File: src/sv/pflcd_pkg.sv
// Shared types and constants for the palette frame to LCD streamer.
// No dependencies; used by every module of the block.
package pflcd_pkg;

   localparam logic [1:0] CMD_PALETTE = 2'd0;
   localparam logic [1:0] CMD_FRAME   = 2'd1;
   localparam logic [1:0] CMD_PIXEL   = 2'd2;

   localparam logic [7:0] OP_CASET = 8'h2A;
   localparam logic [7:0] OP_RASET = 8'h2B;
   localparam logic [7:0] OP_RAMWR = 8'h2C;

   localparam logic [7:0] CSR_FRAME_WIDTH  = 8'd0;
   localparam logic [7:0] CSR_FRAME_HEIGHT = 8'd1;

   localparam logic [8:0] RESET_WIDTH  = 9'd320;
   localparam logic [8:0] RESET_HEIGHT = 9'd240;

   localparam int DIM_W       = 9;
   localparam int CNT_W       = 18;
   localparam int QUEUE_DEPTH = 4;

   typedef struct packed {
      logic [DIM_W-1:0] width;
      logic [DIM_W-1:0] height;
   } cfg_type;

   typedef struct packed {
      logic             is_window;
      logic [DIM_W-1:0] x0;
      logic [DIM_W-1:0] x1;
      logic [DIM_W-1:0] y0;
      logic [DIM_W-1:0] y1;
      logic [15:0]      color;
      logic             fend;
   } job_type;

endpackage

File: src/sv/pflcd_queue.sv
// Short job queue between the front end and the byte sequencer.
// Depends on pflcd_pkg for the job type and depth.
module pflcd_queue (
   input  logic               clock,
   input  logic               reset,
   input  logic               push,
   input  pflcd_pkg::job_type push_job,
   output logic               q_ready,
   input  logic               pop,
   output logic               q_nonempty,
   output pflcd_pkg::job_type head_job
);

   localparam int DEPTH = pflcd_pkg::QUEUE_DEPTH;
   localparam int PTR_W = $clog2(DEPTH);

   pflcd_pkg::job_type slot_ff [DEPTH];
   logic [PTR_W-1:0] wr_ptr_ff, rd_ptr_ff;
   logic [PTR_W:0]   count_ff;

   assign q_ready    = count_ff != (PTR_W+1)'(DEPTH);
   assign q_nonempty = count_ff != '0;
   assign head_job   = slot_ff[rd_ptr_ff];

   always_ff @(posedge clock) begin
      if (reset) begin
         wr_ptr_ff <= '0;
         rd_ptr_ff <= '0;
         count_ff  <= '0;
      end else begin
         if (push) wr_ptr_ff <= wr_ptr_ff + PTR_W'(1);
         if (pop)  rd_ptr_ff <= rd_ptr_ff + PTR_W'(1);
         if (push && !pop) count_ff <= count_ff + (PTR_W+1)'(1);
         else if (pop && !push) count_ff <= count_ff - (PTR_W+1)'(1);
      end
   end

   always_ff @(posedge clock) begin
      if (push) slot_ff[wr_ptr_ff] <= push_job;
   end

   a_no_overflow: assert property (@(posedge clock) disable iff (reset)
      push |-> q_ready) else $error("queue push while full");
   a_no_underflow: assert property (@(posedge clock) disable iff (reset)
      pop |-> q_nonempty) else $error("queue pop while empty");

endmodule

File: config.mk
export PLATFORM = sky130hd
export DESIGN_NAME = pflcd_queue
export DESIGN_NICKNAME = d
export VERILOG_FILES = /design/src/sv/pflcd_pkg.sv /design/src/sv/pflcd_queue.sv
export SDC_FILE = /design/constraint.sdc
export NUM_CORES = 1
export LEC_CHECK = 0
export ABC_AREA = 1
export ABC_CLOCK_PERIOD_IN_PS = 5830
export BUFFER_PORTS_ARGS = -buffer_cell sky130_fd_sc_hd__buf_2
export CAP_MARGIN = 20
export CORE_ASPECT_RATIO = 1.4
export CORE_MARGIN = 10
export CORE_UTILIZATION = 45
export DETAILED_ROUTE_END_ITERATION = 10
export PLACE_DENSITY_LB_ADDON = 0.25
export REMOVE_ABC_BUFFERS = 1
export SETUP_SLACK_MARGIN = 0.02
export SYNTH_ARGS = -nofsm -noshare
export SYNTH_HDL_FRONTEND = slang
export SYNTH_SLANG_ARGS = --single-unit
File: constraint.sdc
create_clock -name clock -period 5.83 [get_ports clock]
set_input_delay 0.8745 -clock clock [delete_from_list [all_inputs] [get_ports clock]]
set_output_delay 0.8745 -clock clock [all_outputs]
set_load 0.005 [all_outputs]
==> run_results.csv <==
group,metric,value,unit
outcome,outcome,"complete, no violations",
global_route,grt_max_degree,110,
placement,port_buffers,113,
sta,fmax,294.8,MHz
sta,finalHoldWorstSlack,0.4471,ns
final_layout,multi_input_area,0.001488,mm^2
clock_network,clock-sinks,225,
power_and_ir_drop,power.density,352.9,mW/mm^2
critical_path,r2r-start,"wr_ptr_ff[0]",
power_and_ir_drop,worst_ir_drop_vdd,0.0001771,V
critical_path,worstPathArrival,2.52,ns
final_layout,seqCellArea,0.006671,mm^2
power_and_ir_drop,total_power,3.474,mW
global_route,grt_use_total,14.51,%
global_route,antenna_found_initial,1,
placement,dpl.hpwl,10200,um
final_layout,nNetsFinal,753,
clock_network,cts_setup_buffers,0,
critical_path,rr_endpoint,"slot_ff[2][18]",
clock_network,cts_buffer_depth,3,
detailed_routing,drtAntennaViolNets,0,
critical_path,reg2reg_slack,4.07,ns
critical_path,slowest_delay,0.59,ns
detailed_routing,totalWireLength,18400,um
final_layout,num-fill-cells,1527,
critical_path,worstPathCellList,"buf_16 -> inv_6 -> o21ai_0 -> o22ai_1 -> buf_2",
clock_network,cts_buffers,21,
sta,fin_crit_sh,58.18,%
floorplan,die_w,135.7,um
detailed_routing,wl_per_cell,19.41,um
sta,tightest_slew,1.001,ns
clock_network,clkLatencyLatePin,0.48,ns
detailed_routing,via_per_inst,5.275,
final_layout,area_growth,16.75,%
synth,yosysWarnings,0,
critical_path,crit_slowest_cell,"inv_6",
synth,synth_cell_types,19,
clock_network,ctsHoldBuffers,0,
run,cap_violations,0,
floorplan,num_rows,59,
critical_path,reg2reg_depth,5,
sta,finalHoldViolCount,0,
critical_path,path_buf_inv,3,
critical_path,worstPathMaxFanout,108,
sta,setup_violations,0,
detailed_routing,post-route-drc-count,0,
final_layout,final_cells,948,
floorplan,dieHeight,182.0,um
global_route,grt_pass1_wl,28490,um
clock_network,cts_resized,0,
clock_network,root_buffer,"clkbuf_16",
floorplan,core_area,0.01853,mm^2
detailed_routing,drt_iter0_markers,384,
sta,slew_headroom,33.18,%
synth,seq_area_frac_synth,79.05,%
global_route,overflow,0,
critical_path,end_kind,"output port",
placement,dp_cells,908,
detailed_routing,detail_route.first_pass.iterations,4,
synth,syn-mean-instance-area,14.51,um^2
sta,min_period,3.392,ns
clock_network,path_clk_slew,0.06,ns
clock_network,cts_tree,"done",
floorplan,initial_core_util,45.51,%
min_path,hold_class,"reg2reg",
global_route,grt_pass1_vias,5281,
floorplan,io_pins,114,
power_and_ir_drop,leakagePower,3.471,nW
critical_path,critical_path_required,4.96,ns
critical_path,cp_top_family,"buffers and inverters",
placement,place.gp.congestion,0.7272,
final_layout,final_common_cell,"edfxtp_1",
detailed_routing,vias,5001,
critical_path,worstSetupPathType,"reg2out",
sta,skew,0.009388,ns
final_layout,layout_common_cells,"edfxtp_1 (216), buf_2 (113), nor2_1 (111), o21ai_0 (99), o22ai_1 (54)",
sta,finalMaxSlewViolations,0,
min_path,hold_depth,1,
floorplan,die-area,0.02469,mm^2
clock_network,cts_max_level,1,
final_layout,drive_above_1_share,22.33,%
min_path,hold_path_startpoint,"rd_ptr_ff[1]",
synth,synth_area,0.008433,mm^2
synth,syn_inst,581,
sta,fin_setup_tns,0,ns
critical_path,start_kind,"register",
synth,synth_seq_cells,225,
sta,rsz0062_at_grt,"no",
through the flow:
step                setup WS (ns)  area (um^2)  util, %
detailed placement          2.494         9136    49.31
finish                      2.438         9846    53.14
global route                2.220         9843    53.12
global placement            2.552         9136    49.31
CTS                         1.966         9796    52.87
floorplan                   2.099         8230        -
cell usage after synthesis:
cell type,instances,area (um^2)
edfxtp_1,216,6486
nor2_1,111,416.7
o21ai_0,99,495.5
o22ai_1,54,337.8
buf_2,20,100.1
inv_1,17,63.81
o21ai_1,15,75.07
dfxtp_1,9,180.2
nand2_1,9,33.78
clkbuf_2,7,35.03
a21oi_1,5,25.02
ha_1,5,62.56
buf_6,4,45.04
buf_4,3,22.52
nand3_1,3,15.01
fa_1,1,20.02
inv_2,1,3.750
inv_6,1,8.760
nand4_1,1,6.260
where the power goes:
group | internal [mW] | leakage (nW) | switching (mW) | total [mW]
Combinational | 0.103 | 1.09 | 0.187 | 0.291
Clock | 0.767 | 0.327 | 0.545 | 1.31
Sequential | 1.85 | 2.06 | 0.0257 | 1.87
Total | 2.72 | 3.47 | 0.758 | 3.47
registers in the layout, summed over array words and instances (netlist names), named ones only:
signal	count
slot_ff	216
wr_ptr_ff	2
rd_ptr_ff	2
count_ff	3
layout make-up:
| class | instances | area share [%] |
|---|---|---|
| diodes | 1 | 0.02542 |
| clock buffers | 28 | 5.706 |
| clock inverters | 9 | 0.9912 |
| inverters | 19 | 0.7752 |
| multi-input cells | 303 | 15.11 |
| flip-flops and latches | 225 | 67.76 |
| well taps | 244 | 3.101 |
| repair buffers | 119 | 6.532 |
kinds of logic after synthesis:
| logic type | count (synthesis) | share of synthesized area [%] |
|---|---|---|
| compound gates | 173 | 11.07 |
| fa+ha+maj | 6 | 0.9792 |
| buf+inv | 53 | 3.309 |
| flops | 225 | 79.05 |
| simple gates | 124 | 5.593 |
worst register-to-register path: stages (launching register included):
cell and delay (ns):
dfxtp_1 0.33, inv_1 0.12, ha_1 0.16, nand2_1 0.06, inv_2 0.04, buf_4 0.64
per-layer routing:
metal / global-route usage (%) / routed length (um) / part of all wire (%) / vias to the layer above
li1: - / - / - / 2384
met1: 16.50 / 7112 / 39 / 2487
met2: 26.09 / 9914 / 54 / 104
met3: 3.481 / 1076 / 5.8 / 26
met4: 4.188 / 297 / 1.6 / 0
met5: 0 / 0 / 0 / -
how the worst max path moves through the flow:
stage	from	end	slack, ns	cells after the start
floorplan	register	head_job[13]	2.10	3
global placement	register	head_job[25]	2.55	4
detailed placement	register	head_job[25]	2.49	4
CTS	register	head_job[25]	1.97	4
global route	register	head_job[25]	2.22	5
finish	register	head_job[27]	2.44	5
No activity file was read; power rests on OpenSTA's default activity.
