===== config.mk =====
export PLATFORM = sky130hd
export DESIGN_NAME = pflcd_front
export DESIGN_NICKNAME = d
export VERILOG_FILES = /design/src/sv/pflcd_pkg.sv /design/src/sv/pflcd_front.sv
export SDC_FILE = /design/constraint.sdc
export NUM_CORES = 2
export LEC_CHECK = 0
export BUFFER_PORTS_ARGS = -buffer_cell sky130_fd_sc_hd__clkbuf_2
export CAP_MARGIN = 20
export CORE_UTILIZATION = 45
export CTS_CLUSTER_SIZE = 10
export DETAILED_ROUTE_END_ITERATION = 16
export HOLD_SLACK_MARGIN = 0.1
export PLACE_DENSITY_LB_ADDON = 0.05
export SYNTH_ARGS = -nofsm -noshare
export SYNTH_HDL_FRONTEND = slang
export SYNTH_SLANG_ARGS = --single-unit

===== constraint.sdc =====
create_clock -name clock -period 17.2 [get_ports clock]
set_clock_uncertainty 0.05 [all_clocks]
set_input_delay 3.44 -clock clock [delete_from_list [all_inputs] [get_ports clock]]
set_output_delay 3.44 -clock clock [all_outputs]
set_load 0.02 [all_outputs]

===== src/sv/pflcd_pkg.sv =====
// Shared types and constants for the palette frame to LCD streamer.
// No dependencies; used by every module of the block.
package pflcd_pkg;

   localparam logic [1:0] CMD_PALETTE = 2'd0;
   localparam logic [1:0] CMD_FRAME   = 2'd1;
   localparam logic [1:0] CMD_PIXEL   = 2'd2;

   localparam logic [7:0] OP_CASET = 8'h2A;
   localparam logic [7:0] OP_RASET = 8'h2B;
   localparam logic [7:0] OP_RAMWR = 8'h2C;

   localparam logic [7:0] CSR_FRAME_WIDTH  = 8'd0;
   localparam logic [7:0] CSR_FRAME_HEIGHT = 8'd1;

   localparam logic [8:0] RESET_WIDTH  = 9'd320;
   localparam logic [8:0] RESET_HEIGHT = 9'd240;

   localparam int DIM_W       = 9;
   localparam int CNT_W       = 18;
   localparam int QUEUE_DEPTH = 4;

   typedef struct packed {
      logic [DIM_W-1:0] width;
      logic [DIM_W-1:0] height;
   } cfg_type;

   typedef struct packed {
      logic             is_window;
      logic [DIM_W-1:0] x0;
      logic [DIM_W-1:0] x1;
      logic [DIM_W-1:0] y0;
      logic [DIM_W-1:0] y1;
      logic [15:0]      color;
      logic             fend;
   } job_type;

endpackage


===== src/sv/pflcd_front.sv =====
// Front end: accepts transactions, keeps the palette and frame state, and
// builds window and pixel jobs for the queue. Depends on pflcd_pkg.
module pflcd_front #(
   parameter int PANEL_WIDTH     = 320,
   parameter int PANEL_HEIGHT    = 320,
   parameter int PALETTE_ENTRIES = 256
) (
   input  logic                   clock,
   input  logic                   reset,
   input  logic                   req_valid,
   output logic                   req_stall,
   input  logic [1:0]             req_command,
   input  logic [7:0]             req_palette_slot,
   input  logic [23:0]            req_color_rgb888,
   input  logic [7:0]             req_pixel_index,
   input  pflcd_pkg::cfg_type     cfg,
   output logic                   push,
   output pflcd_pkg::job_type     push_job,
   input  logic                   q_ready
);

   localparam int IDX_W = $clog2(PALETTE_ENTRIES);

   logic [15:0] mem [PALETTE_ENTRIES];
   logic [PALETTE_ENTRIES-1:0] pal_valid_ff;
   logic [15:0] pal_data_ff;
   logic        pal_ok_ff;

   logic                            active_ff, active_in;
   logic [pflcd_pkg::CNT_W-1:0]     count_ff, count_in;
   logic                            s1_valid_ff, s1_valid_in;
   pflcd_pkg::job_type              s1_job_ff, s1_job_in;

   logic accept;
   logic slot_ok, idx_ok;
   logic [IDX_W-1:0] slot_idx, pix_idx;
   logic [15:0] rgb565;
   logic frame_ok;
   logic [pflcd_pkg::DIM_W-1:0] x0, x1, y0, y1;
   logic [pflcd_pkg::CNT_W-1:0] count_inc, area;
   logic fend;

   assign req_stall = s1_valid_ff && !q_ready;
   assign accept    = req_valid && !req_stall;
   assign push      = s1_valid_ff && q_ready;

   assign slot_ok  = {1'b0, req_palette_slot} < 9'(PALETTE_ENTRIES);
   assign idx_ok   = {1'b0, req_pixel_index} < 9'(PALETTE_ENTRIES);
   assign slot_idx = req_palette_slot[IDX_W-1:0];
   assign pix_idx  = req_pixel_index[IDX_W-1:0];
   assign rgb565   = {req_color_rgb888[23:19], req_color_rgb888[15:10], req_color_rgb888[7:3]};

   always_comb begin
      frame_ok = (cfg.width != '0) && (cfg.height != '0)
              && (cfg.width <= 9'(PANEL_WIDTH)) && (cfg.height <= 9'(PANEL_HEIGHT));
      x0 = (9'(PANEL_WIDTH) - cfg.width) >> 1;
      y0 = (9'(PANEL_HEIGHT) - cfg.height) >> 1;
      x1 = x0 + cfg.width - 9'd1;
      y1 = y0 + cfg.height - 9'd1;
      count_inc = count_ff + 18'd1;
      area = 18'(cfg.width) * 18'(cfg.height);
      fend = count_inc >= area;
   end

   always_comb begin
      active_in   = active_ff;
      count_in    = count_ff;
      s1_valid_in = push ? 1'b0 : s1_valid_ff;
      s1_job_in   = s1_job_ff;
      if (accept) begin
         case (req_command)
            pflcd_pkg::CMD_FRAME: begin
               active_in           = frame_ok;
               count_in            = '0;
               s1_valid_in         = frame_ok;
               s1_job_in.is_window = 1'b1;
               s1_job_in.x0        = x0;
               s1_job_in.x1        = x1;
               s1_job_in.y0        = y0;
               s1_job_in.y1        = y1;
               s1_job_in.fend      = 1'b0;
            end
            pflcd_pkg::CMD_PIXEL: begin
               if (active_ff) begin
                  s1_valid_in         = 1'b1;
                  s1_job_in.is_window = 1'b0;
                  s1_job_in.fend      = fend;
                  if (fend) begin
                     active_in = 1'b0;
                     count_in  = '0;
                  end else begin
                     count_in = count_inc;
                  end
               end
            end
            default: ;
         endcase
      end
   end

   always_comb begin
      push_job       = s1_job_ff;
      push_job.color = pal_ok_ff ? pal_data_ff : 16'd0;
   end

   always_ff @(posedge clock) begin
      if (reset) begin
         active_ff   <= 1'b0;
         count_ff    <= '0;
         s1_valid_ff <= 1'b0;
      end else begin
         active_ff   <= active_in;
         count_ff    <= count_in;
         s1_valid_ff <= s1_valid_in;
      end
      s1_job_ff <= s1_job_in;
   end

   always_ff @(posedge clock) begin
      if (reset) begin
         pal_valid_ff <= '0;
      end else if (accept && req_command == pflcd_pkg::CMD_PALETTE && slot_ok) begin
         pal_valid_ff[slot_idx] <= 1'b1;
      end
   end

   always_ff @(posedge clock) begin
      if (accept && req_command == pflcd_pkg::CMD_PALETTE && slot_ok) begin
         mem[slot_idx] <= rgb565;
      end
      if (accept) begin
         pal_data_ff <= mem[pix_idx];
         pal_ok_ff   <= idx_ok && pal_valid_ff[pix_idx];
      end
   end

endmodule


==> impl_metrics.py <==
metrics = {
    "outcome": {
        "status": "complete, no violations",
    },
    "timing": {
        "clock.fmax_ghz": 0.116,
        "tns_ps": 0,
        "rsz0062_at_grt": "false",
        "finalSetupViolations": 0,
        "relSlewSlack": 0.0923,
        "timing.hold.ws_ps": 411,
        "report.final.slew_viol_count": 0,
        "finalHoldViolations": 0,
        "post-route-period-util": 0.500,
        "worstMarginPinSlew_ps": 1360,
        "min_period_ps": 8590,
    },
    "clock_network": {
        "cts_setup_buffers": 0,
        "cts.htree.levels": 6,
        "clkTransAtPathRegs_ps": 60,
        "cts_hold_buf": 0,
        "cts_root_buffer": "clkbuf_16",
        "clock_latency_ps": 1030,
        "cts_tree": "yes",
        "numCtsBuffers": 524,
        "cts_resized": 0,
        "clockBufferDepth": 4,
        "numClockSinks": 4425,
    },
    "layout": {
        "area_growth_pct": 13.6,
        "drive_gt1_frac": 0.254,
        "utilization": 0.515,
        "fin_cells": 14500,
        "nets": 9452,
    },
    "setup_path": {
        "cp_slowest_cell": "fa_1",
        "cp_max_fo": 23,
        "slowest_delay_ps": 560,
        "arrival_ps": 9460,
        "start_kind": "input pin",
        "path_class": "in2reg",
        "timing.critical_path.mode_cell": "ha_1",
        "end_kind": "flop",
        "worst_ep_required_time_ps": 18070,
        "cp_num_buf_inv": 5,
        "crit_family": "adder cells",
    },
    "route": {
        "route.vias.total": 87200,
        "ant_nets": 0,
        "drt_iter0_markers": 8597,
        "wire_per_inst_um": 33.2,
        "remaining_drc_errors": 0,
        "wirelength_mm": 481,
        "vias_per_cell": 6.01,
        "first_pass_iters": 5,
    },
    "power": {
        "clkPwrFrac": 0.428,
        "switching_power_mw": 4.99,
        "pwr-share-seq": 0.512,
        "max-vdd-ir-drop_mv": 0.100,
        "swShare": 0.217,
        "internal_power_mw": 18.0,
        "leakage_nw": 63.9,
        "powerDensity_nw_per_um2": 117,
        "p_comb_frac": 0.060,
    },
    "synth": {
        "synth_top_area_frac": 0.718,
        "synth_top_area_cell": "edfxtp_1",
        "synthMostInstantiatedCell": "edfxtp_1",
        "netlist_area_um2": 173000,
        "ys_warn_count": 0,
        "synth_seq_cells": 4425,
        "ys.flop_type": "edfxtp_1",
        "async_flop_share": 0,
        "synth.lib_cells_used.distinct": 60,
        "synth_seq_area_share": 0.750,
        "synthTopCellsByCount": "edfxtp_1 (4149), mux4_2 (955), nor2_1 (618), mux2i_1 (526), o22ai_1 (280)",
        "yosys-top-cells-area": "edfxtp_1 (72%), mux4_2 (12%), dfxtp_1 (3.2%)",
        "netlist_instances": 8676,
        "synth_area_per_cell_um2": 20.0,
        "synth_edf_count": 4149,
    },
    "global_route": {
        "grt_max_degree": 192,
        "grt_pass1_vias": 89200,
        "grt_usage": 0.247,
        "antenna_found_initial": 25,
        "grt-ovfl-total": 0,
        "grt_pass1_wl_mm": 679,
    },
    "die": {
        "die_area_um2": 388000,
        "die_h_um": 623,
        "initial_core_util": 0.453,
        "ios": 120,
        "die_x_um": 623,
        "num_rows": 227,
        "core_area_um2": 383000,
    },
    "placed_design": {
        "placed_cells": 13800,
        "globalplace.congestion": 0.809,
        "post-dp-hpwl_mm": 278,
        "portBuffers": 109,
    },
    "flow_run": {
        "cap_violations": 0,
    },
    "worst_hold_path": {
        "hold_path.class": "reg2reg",
    },
}
-- per-layer routing --
layer / wire (um) / up-vias / part of all wire / global-route usage
li1: - / 36600 / - / -
met1: 202000 / 47300 / 0.42 / 0.339
met2: 238000 / 2672 / 0.49 / 0.410
met3: 25300 / 672 / 0.053 / 0.0322
met4: 16700 / 6 / 0.035 / 0.0816
met5: 35 / - / 0.000073 / 0
-- power groups by stage --
| stage | clock network (mW) | registers (mW) | logic (mW) |
|---|---|---|---|
| 2_1_floorplan | 0 | 12.0 | 0.813 |
| 6_report | 9.85 | 11.8 | 1.38 |
| 4_1_cts | 10.1 | 11.8 | 1.40 |
| 5_1_grt | 10.5 | 11.8 | 1.50 |
| 3_5_place_dp | 0 | 12.0 | 1.40 |
| 3_3_place_gp | 0 | 12.0 | 1.39 |
-- registers in the layout, summed over array words and instances (netlist names) --
name and cells:
mem 4096, active_ff 1, pal_data_ff 16, push_job 36, pal_valid_ff 256, count_ff 18
s1_valid_ff 1, pal_ok_ff 1
-- cell usage in the layout (no fill, tap or decap), types with 44 or more instances in the layout --
master / synthesis / layout
edfxtp_1: 4149 / 4149
mux4_2: 955 / 955
clkbuf_16: 0 / 550
mux2i_1: 526 / 526
nor2_1: 618 / 471
buf_4: 74 / 417
o22ai_1: 280 / 280
dfxtp_1: 276 / 276
a21oi_1: 164 / 164
nor2_2: 0 / 145
inv_1: 143 / 143
clkbuf_1: 259 / 132
nand2_1: 109 / 99
clkbuf_2: 0 / 87
ha_1: 86 / 86
a22oi_1: 80 / 80
mux2_2: 63 / 63
nand3_1: 61 / 55
fa_1: 52 / 52
and2_1: 53 / 50
o21ba_2: 50 / 50
nor4_1: 55 / 48
nor3_1: 49 / 44
-- worst reg2reg max path, cell delays in order (launching register included) --
cell and delay (ps):
dfxtp_1 300, nand2b_1 110, and2_2 150, buf_4 400, nand2_1 300, nor3b_1 730, nand2_1 860, nor2_1 970
buf_4 350
-- worst paths after layout --
path | start | endpoint | slack (ps) | cells past startpoint
setup reg to reg | s1_valid_ff$_SDFF_PP0_ | mem[104][3]$_DFFE_PP_ | 12660 | 8
hold / removal | pal_valid_ff[74]$_SDFFE_PP0P_ | pal_valid_ff[74]$_SDFFE_PP0P_ | 410 | 2
hold reg to reg | pal_valid_ff[74]$_SDFFE_PP0P_ | pal_valid_ff[74]$_SDFFE_PP0P_ | 410 | 2
setup / recovery | cfg[0] | count_ff[12]$_SDFFE_PP0P_ | 8610 | 25
-- metrics by stage --
stage	worst slack, ps	power [mW]	instance area (um^2)
3_3_place_gp	7510	13.4	182000
2_1_floorplan	7970	12.8	173000
5_1_grt	8170	23.7	197000
4_1_cts	8560	23.3	197000
6_report	8610	23.0	197000
3_5_place_dp	7520	13.4	182000
-- cells by family (layout without fill, tap and decap cells) --
family | count (synthesis) | count (layout) | share of synthesized area
AO/OA/AOI/OAI | 833 | 833 | 0.0325
XOR/XNOR | 57 | 57 | 0.00288
adder cells (fa/ha/maj) | 138 | 138 | 0.0122
buffers and inverters | 657 | 1437 | 0.0181
flip-flops | 4425 | 4425 | 0.750
multiplexers | 1544 | 1544 | 0.158
other | 1 | 18 | 0.0000216
AND/OR/NAND/NOR | 1021 | 1021 | 0.0257
-- cell type report --
cell class              instances  area [um^2]
fillers                     30500       186000
clock buffers                 685        14300
inverters                     145          552
diodes                         16         40.0
clock inverters                48          402
repair buffers                559         4480
multi-input cells            3595        40800
flip-flops and latches       4425       130000
well taps                    5038         6300
(Power assumes the default switching activity.)
