File: src/sv/pflcd_pkg.sv
// Shared types and constants for the palette frame to LCD streamer.
// No dependencies; used by every module of the block.
package pflcd_pkg;

   localparam logic [1:0] CMD_PALETTE = 2'd0;
   localparam logic [1:0] CMD_FRAME   = 2'd1;
   localparam logic [1:0] CMD_PIXEL   = 2'd2;

   localparam logic [7:0] OP_CASET = 8'h2A;
   localparam logic [7:0] OP_RASET = 8'h2B;
   localparam logic [7:0] OP_RAMWR = 8'h2C;

   localparam logic [7:0] CSR_FRAME_WIDTH  = 8'd0;
   localparam logic [7:0] CSR_FRAME_HEIGHT = 8'd1;

   localparam logic [8:0] RESET_WIDTH  = 9'd320;
   localparam logic [8:0] RESET_HEIGHT = 9'd240;

   localparam int DIM_W       = 9;
   localparam int CNT_W       = 18;
   localparam int QUEUE_DEPTH = 4;

   typedef struct packed {
      logic [DIM_W-1:0] width;
      logic [DIM_W-1:0] height;
   } cfg_type;

   typedef struct packed {
      logic             is_window;
      logic [DIM_W-1:0] x0;
      logic [DIM_W-1:0] x1;
      logic [DIM_W-1:0] y0;
      logic [DIM_W-1:0] y1;
      logic [15:0]      color;
      logic             fend;
   } job_type;

endpackage

File: src/sv/pflcd_back.sv
// Byte sequencer: walks each queued job and drives the registered result
// channel one byte per cycle while rsp_stall is low. Depends on pflcd_pkg.
module pflcd_back (
   input  logic               clock,
   input  logic               reset,
   input  logic               q_nonempty,
   input  pflcd_pkg::job_type head_job,
   output logic               pop,
   output logic               rsp_valid,
   input  logic               rsp_stall,
   output logic [7:0]         rsp_out_byte,
   output logic               rsp_is_command,
   output logic               rsp_last,
   output logic               rsp_frame_end
);

   logic [3:0] cnt_ff, cnt_in;
   logic       valid_ff;
   logic [7:0] byte_ff, byte_in;
   logic       cmd_ff, cmd_in;
   logic       last_ff, last_in;
   logic       fend_ff, fend_in;
   logic       load, emit;

   assign load = !valid_ff || !rsp_stall;
   assign emit = load && q_nonempty;
   assign pop  = emit && last_in;

   always_comb begin
      byte_in = 8'd0;
      cmd_in  = 1'b0;
      last_in = 1'b0;
      fend_in = 1'b0;
      if (head_job.is_window) begin
         case (cnt_ff)
            4'd0:  begin byte_in = pflcd_pkg::OP_CASET; cmd_in = 1'b1; end
            4'd1:  byte_in = {7'd0, head_job.x0[8]};
            4'd2:  byte_in = head_job.x0[7:0];
            4'd3:  byte_in = {7'd0, head_job.x1[8]};
            4'd4:  byte_in = head_job.x1[7:0];
            4'd5:  begin byte_in = pflcd_pkg::OP_RASET; cmd_in = 1'b1; end
            4'd6:  byte_in = {7'd0, head_job.y0[8]};
            4'd7:  byte_in = head_job.y0[7:0];
            4'd8:  byte_in = {7'd0, head_job.y1[8]};
            4'd9:  byte_in = head_job.y1[7:0];
            default: begin
               byte_in = pflcd_pkg::OP_RAMWR;
               cmd_in  = 1'b1;
               last_in = 1'b1;
            end
         endcase
      end else begin
         if (cnt_ff == 4'd0) begin
            byte_in = head_job.color[15:8];
         end else begin
            byte_in = head_job.color[7:0];
            last_in = 1'b1;
            fend_in = head_job.fend;
         end
      end
      cnt_in = cnt_ff;
      if (emit) cnt_in = last_in ? 4'd0 : cnt_ff + 4'd1;
   end

   always_ff @(posedge clock) begin
      if (reset) begin
         cnt_ff   <= '0;
         valid_ff <= 1'b0;
      end else begin
         cnt_ff <= cnt_in;
         if (load) valid_ff <= q_nonempty;
      end
      if (emit) begin
         byte_ff <= byte_in;
         cmd_ff  <= cmd_in;
         last_ff <= last_in;
         fend_ff <= fend_in;
      end
   end

   assign rsp_valid      = valid_ff;
   assign rsp_out_byte   = byte_ff;
   assign rsp_is_command = cmd_ff;
   assign rsp_last       = last_ff;
   assign rsp_frame_end  = fend_ff;

   a_fend_is_last: assert property (@(posedge clock) disable iff (reset)
      rsp_valid && rsp_frame_end |-> rsp_last && !rsp_is_command)
      else $error("frame end on a byte that is not a closing data byte");
   a_cnt_range: assert property (@(posedge clock) disable iff (reset)
      cnt_ff <= 4'd10) else $error("byte counter out of range");

endmodule

File: config.mk
export PLATFORM = sky130hd
export DESIGN_NAME = pflcd_back
export DESIGN_NICKNAME = d
export VERILOG_FILES = /design/src/sv/pflcd_pkg.sv /design/src/sv/pflcd_back.sv
export SDC_FILE = /design/constraint.sdc
export NUM_CORES = 1
export LEC_CHECK = 0
export BUFFER_PORTS_ARGS = -buffer_cell sky130_fd_sc_hd__buf_2
export CAP_MARGIN = 20
export CORE_MARGIN = 5
export CORE_UTILIZATION = 47
export DETAILED_ROUTE_END_ITERATION = 12
export PLACE_DENSITY = 0.82
export RECOVER_POWER = 100
export SLEW_MARGIN = 20
export SYNTH_ARGS = -nofsm -noshare
export SYNTH_HDL_FRONTEND = slang
export SYNTH_SLANG_ARGS = --single-unit
File: constraint.sdc
create_clock -name clock -period 3.3 [get_ports clock]
set_clock_uncertainty 0.15 [all_clocks]
set_input_delay 0.33 -clock clock [delete_from_list [all_inputs] [get_ports clock]]
set_output_delay 0.33 -clock clock [all_outputs]
set_load 0.01 [all_outputs]
==> key figures, run 1 <==
Routing
  – Via density per instance: 5.960
  – Wirelength per Cell: 16.86 um
  – Initial DRC Count: 77
  – Vias: 1353
  – Drc violations: 0
  – M1 WL: 1407 um
  – Met2 wire length: 1985 um
  – Max layer used: met4
  – Met3 WL: 413 um
  – Pre-Repair DR Iteration Count: 6
  – Post-Route WL: 3828 um
  – Routed Antenna Nets: 0

Cells and area
  – Multi-input gate area: 720.7 sq um
  – Sequential cell area: 430.4 sq um
  – Area growth from synthesis to layout: 26.90%
  – Most frequent cells in the layout: buf_2, clkbuf_1, edfxtp_1, a21oi_1, a22oi_1
  – Layout cells sized above 1: 35.53%
  – Final nets: 260
  – Design Area, Final: 1588 sq um
  – Leading cell type in the layout, fill and taps excluded: buf_2
  – Fillers: 224
  – Diode count: 0

Placement
  – Area after DPL: 1578 sq um
  – Pre-CTS setup slack: 1.067 ns
  – Port Buf Inserts: 70
  – Hpwl dp: 2921 um
  – Final Wtd Congestion: 0.8208

Synth
  – Syn Inst Count: 134
  – Number of synthesized register bits: 16
  – Synth Flop Type: edfxtp_1
  – Sequential area share after synthesis: 34.40%
  – Syn Nets: 196
  – Synth Warn #: 0
  – EDFF count, synth: 11
  – Post-Syn Area: 1251 sq um
  – Synthesized area per cell: 9.337 sq um
  – Asr flop ratio synth: 0%
  – Yosys cell types: 41

Clock network
  – Post-CTS sizing: 0
  – H-tree depth: 1
  – Clock sink count: 16
  – Clock transition at the registers of the reported paths: 0.11 ns
  – Hold Buf Count CTS: 0
  – TritonCTS Buffers: 3
  – Clock buffer depth: 2
  – CTS tree: done
  – Root buf cell: clkbuf_4
  – Skew-Pair Late Insertion Delay: 0.30 ns
  – Post-CTS Setup Bufs: 0

Worst setup path
  – Worst r2r src: cnt_ff[2]
  – Setup crit start kind: flop
  – Req. time, crit path: 3.21 ns
  – Reg2Reg Capture Point: rsp_out_byte[2]
  – Reg2Reg Setup Slack: 0.65 ns
  – Critical Path End Type: flop
  – R2R depth: 4
  – Crit path capture: rsp_out_byte[2]
  – Critical path launch point: cnt_ff[2]
  – CP arrival: 2.57 ns
  – CP Max Fanout: 26
  – Critical path type: reg2reg

Timing
  – Tcrit/Tclk final: 80.37%
  – Max Slew Vio Count: 0
  – Setup TNS: 0 ns
  – Final Hold Viols: 0
  – Worst hold slack: 0.08906 ns
  – Period minus WS final: 2.652 ns
  – RSZ-0062 raised after global routing: false
  – Max_slew headroom: 43.53%
  – Worst-margin pin slew: 0.8460 ns
  – Setup Viol. Count Final: 0
  – Achievable clock frequency: 0.3770 GHz
  – Final worst slack: 0.6477 ns

Global route
  – Gr usage total: 19.63%
  – Vias in the first global route: 1248
  – Antenna violations before repair: 0
  – Largest net degree at the start of global routing: 27
  – Total grt overflow: 0
  – First-pass GRT wire length: 5602 um

Run status
  – Status: completed

Min path
  – Hold WC Path Type: in2reg
  – Hold Crit Start: reset

Power and ir drop
  – Static leakage: 0.6692 nW
  – Pwr/cell area: 361.8 nW/um^2
  – Worst vdd ir: 0.3068 mV
  – Pwr Total: 0.0005744 W

Floorplanning
  – Die W: 61.60 um
  – Initial Util: 49.60%
  – Die area: 3794 sq um
  – # IOs: 71
  – Core area: 2522 sq um
  – Die height: 61.60 um
  – Row count: 18

Job
  – Maxcap violations: 0
[critical path, cell delays in order (launching register included)]
cell and delay, ns:
dfxtp_1 0.59, nor3b_1 0.74, clkbuf_1 0.39, mux2_2 0.38, o22a_1 0.17
[worst min path at each step]
stage | to | slack (ns) | cells after the start
floorplan | cnt_ff[0] | 0.25 | 1
global placement | rsp_valid | 0.34 | 2
detailed placement | cnt_ff[0] | 0.36 | 2
CTS | cnt_ff[0] | 0.09 | 2
global route | cnt_ff[1] | 0.1 | 2
finish | cnt_ff[0] | 0.09 | 2
[cell usage after synthesis (4+ instances only)]
master	instances	area [sq um]
dfxtp_1	5	100.1
mux2i_1	6	60.06
nor2_1	7	26.28
ha_1	4	50.05
edfxtp_1	11	330.3
nand3_1	5	25.02
a22oi_1	8	60.06
buf_2	7	35.03
o22ai_1	6	37.54
a21oi_1	10	50.05
inv_1	5	18.77
nand2_1	7	26.28
[power by group]
group	switching [W]	internal, W	leakage [nW]
logic	0.000107	0.0000864	0.500
clock network	0.0000687	0.0000673	0.0210
registers	0.00000825	0.000237	0.149
total	0.000183	0.000391	0.669
[cell type report]
class,count,area share (%)
sequential,16,27.11
inverter,5,1.182
timing repair buffer,72,21.67
multi-input combinational,100,45.39
clock buffer,4,2.285
tap,30,2.364
[through the flow]
stage	utilization (%)	cells
after floorplan	-	134
after global placement	62.55	223
after detailed placement	62.55	223
after CTS	63.99	227
after global routing	62.95	227
final	62.95	227
[kinds of logic after synthesis]
family / after synthesis / share of synthesized area [%]
buffers and inverters: 18 / 7.600
muxes: 9 / 7.800
and+or+nand+nor: 39 / 17.30
adders and majority gates: 4 / 4.000
AOI/OAI and AO/OA: 48 / 28.90
DFF: 16 / 34.40
[registers in the layout, indices dropped and copies added, names as in the netlist]
| signal | count |
|---|---|
| cnt_ff | 4 |
| rsp_valid | 1 |
| rsp_last | 1 |
| rsp_out_byte | 8 |
| rsp_is_command | 1 |
| rsp_frame_end | 1 |
[routing by layer]
metal | track usage (%) | up-vias
li1 | - | 651
met1 | 24.17 | 630
met2 | 35.13 | 68
met3 | 3.145 | 4
met4 | 5.455 | 0
met5 | 0 | -
(Power assumes the default switching activity.)
==> run 2: changes to the inputs <==
Settings changed: CORE_UTILIZATION 47 to 44, PLACE_DENSITY 0.82 to 0.77.
Clock period 3.3 ns to 2.7 ns, I/O delays scaled along.
==> key figures, run 2 (synthesis results as in run 1) <==
Run status
  – Status: completed

Cells and area
  – Final nets: 262
  – Layout cells sized above 1: 35.68%
  – Largest register FFs: 8
  – Most frequent cells in the layout: buf_2, clkbuf_1, edfxtp_1, a21oi_1, a22oi_1
  – Area growth from synthesis to layout: 27.80%
  – Diode count: 0
  – Leading cell type in the layout, fill and taps excluded: buf_2
  – Layout Utilization: 58.49%
  – Fillers: 254
  – Non-Filler Instances: 230

Clock network
  – Skew-Pair Late Insertion Delay: 0.30 ns
  – H-tree depth: 1
  – Clock buffer depth: 2
  – CTS tree: done
  – Root buf cell: clkbuf_4
  – Clock transition at the registers of the reported paths: 0.10 ns
  – Clock sink count: 16
  – TritonCTS Buffers: 3
  – Post-CTS Setup Bufs: 0

Timing
  – Setup TNS: 0 ns
  – Max Slew Vio Count: 0
  – Achievable clock frequency: 0.4107 GHz
  – Period minus WS final: 2.435 ns
  – RSZ-0062 raised after global routing: false
  – Tcrit/Tclk final: 90.19%
  – Final Hold Viols: 0
  – Setup Viol. Count Final: 0
  – Max_slew headroom: 61.17%
  – Worst-margin pin slew: 0.5799 ns

Placement
  – Port Buf Inserts: 70
  – Placed Cells: 226
  – Hpwl dp: 2842 um
  – Final Wtd Congestion: 0.8859

Global route
  – Vias in the first global route: 1344
  – Antenna violations before repair: 0
  – Gr usage total: 18.51%
  – Largest net degree at the start of global routing: 20
  – Total grt overflow: 0
  – First-pass GRT wire length: 6092 um

Min path
  – Hold WC Path Type: in2reg

Power and ir drop
  – Switching Share: 33.38%
  – Gate power share: 34.7%
  – Pwr/cell area: 424.1 nW/um^2
  – Worst vdd ir: 0.3132 mV
  – Reg power frac: 44.1%
  – Internal power: 0.0004518 W
  – Net Switching: 0.0002263 W
  – Clock share of power: 21.2%
  – Static leakage: 0.6729 nW
  – Pwr Total: 0.0006782 W

Floorplanning
  – Initial Util: 45.77%
  – Core area: 2734 sq um
  – Die height: 63.33 um
  – # IOs: 71
  – Row count: 19
  – Die W: 63.33 um
  – Die area: 4010 sq um

Job
  – Maxcap violations: 0

Routing
  – Wirelength per Cell: 16.30 um
  – Drc violations: 0
  – Routed Antenna Nets: 0
  – Vias: 1349
  – Via density per instance: 5.865
  – Initial DRC Count: 82
  – Post-Route WL: 3749 um
  – Pre-Repair DR Iteration Count: 4

Worst setup path
  – Crit path capture: pop
  – Critical path launch point: cnt_ff[0]
  – CP peak stage delay: 0.41 ns
  – Reg2Reg Capture Point: rsp_out_byte[5]
  – Critical path depth in cells: 6
  – Buf/Inv on CP: 2
  – Critical Path End Type: primary output
  – CP Max Fanout: 10
  – Reg2Reg Setup Slack: 0.47 ns
  – Crit-path leading delay family: simple AND/OR/NAND/NOR gates
  – Worst r2r src: cnt_ff[0]
  – Req. time, crit path: 2.28 ns
  – R2R depth: 7
  – Critical path type: reg2out
  – Critical path, cell by cell: inv_1 > ha_1 > nor4_2 > nor2_1 > a21oi_1 > clkbuf_1
  – Setup crit start kind: flop
  – Slowest-stage cell, CP: dfxtp_1
  – CP arrival: 2.02 ns
## run 2: cell types whose count changed in the layout (fill, tap and decap cells not counted), sizes merged
cell	delta
buf	+2
clkinv	+1
clkbuf	-1
## run 2: metrics by stage
stage	hold slack [ns]	worst slack (ns)	area [sq um]
after floorplan	0.1891	0.7545	1251
after global placement	0.3385	0.6266	1594
after detailed placement	0.3564	0.5682	1594
after CTS	0.02626	0.2143	1620
after global routing	0.04446	0.04481	1599
final	0.02640	0.2649	1599
## run 2: final cells by class
type | count | area [sq um] | share of cell area, %
Clock inverter | 1 | 3.754 | 0.2347
Sequential cell | 16 | 430.4 | 26.92
Inverter | 5 | 18.77 | 1.174
Multi-Input combinational cell | 100 | 724.4 | 45.31
Timing Repair Buffer | 74 | 360.3 | 22.54
Clock buffer | 3 | 22.52 | 1.408
Tap cell | 31 | 38.79 | 2.426
## run 2: how the worst min path moves through the flow
stage	end	from	slack [ns]	depth (start not counted)
after CTS	cnt_ff[0]	reset	0.03	2
final	cnt_ff[1]	reset	0.03	2
after global routing	cnt_ff[1]	reset	0.04	2
after global placement	rsp_valid	rsp_valid	0.34	2
after floorplan	cnt_ff[0]	reset	0.19	1
after detailed placement	cnt_ff[0]	reset	0.36	2
## run 2: power by group through the flow
| stage | logic, W | registers [W] | clock network, W |
|---|---|---|---|
| after CTS | 0.000244 | 0.000298 | 0.000144 |
| final | 0.000236 | 0.000299 | 0.000144 |
| after global routing | 0.000263 | 0.000302 | 0.000154 |
| after global placement | 0.000238 | 0.000303 | 0 |
| after detailed placement | 0.000242 | 0.000304 | 0 |
| after floorplan | 0.000152 | 0.000314 | 0 |
## run 2: layer usage
metal	up-vias	GRT usage, %	share of wire [%]
met3	5	5.151	11
met1	625	23.21	39
li1	655	-	-
met2	64	30.33	49
met5	-	0	0
met4	0	6.234	1.6
## run 2: repair_timing
action | 4_1_cts | 5_1_grt
gates resized for setup | 0 | 1
hold buffers | 0 | 0
setup endpoints to repair | 0 | 1
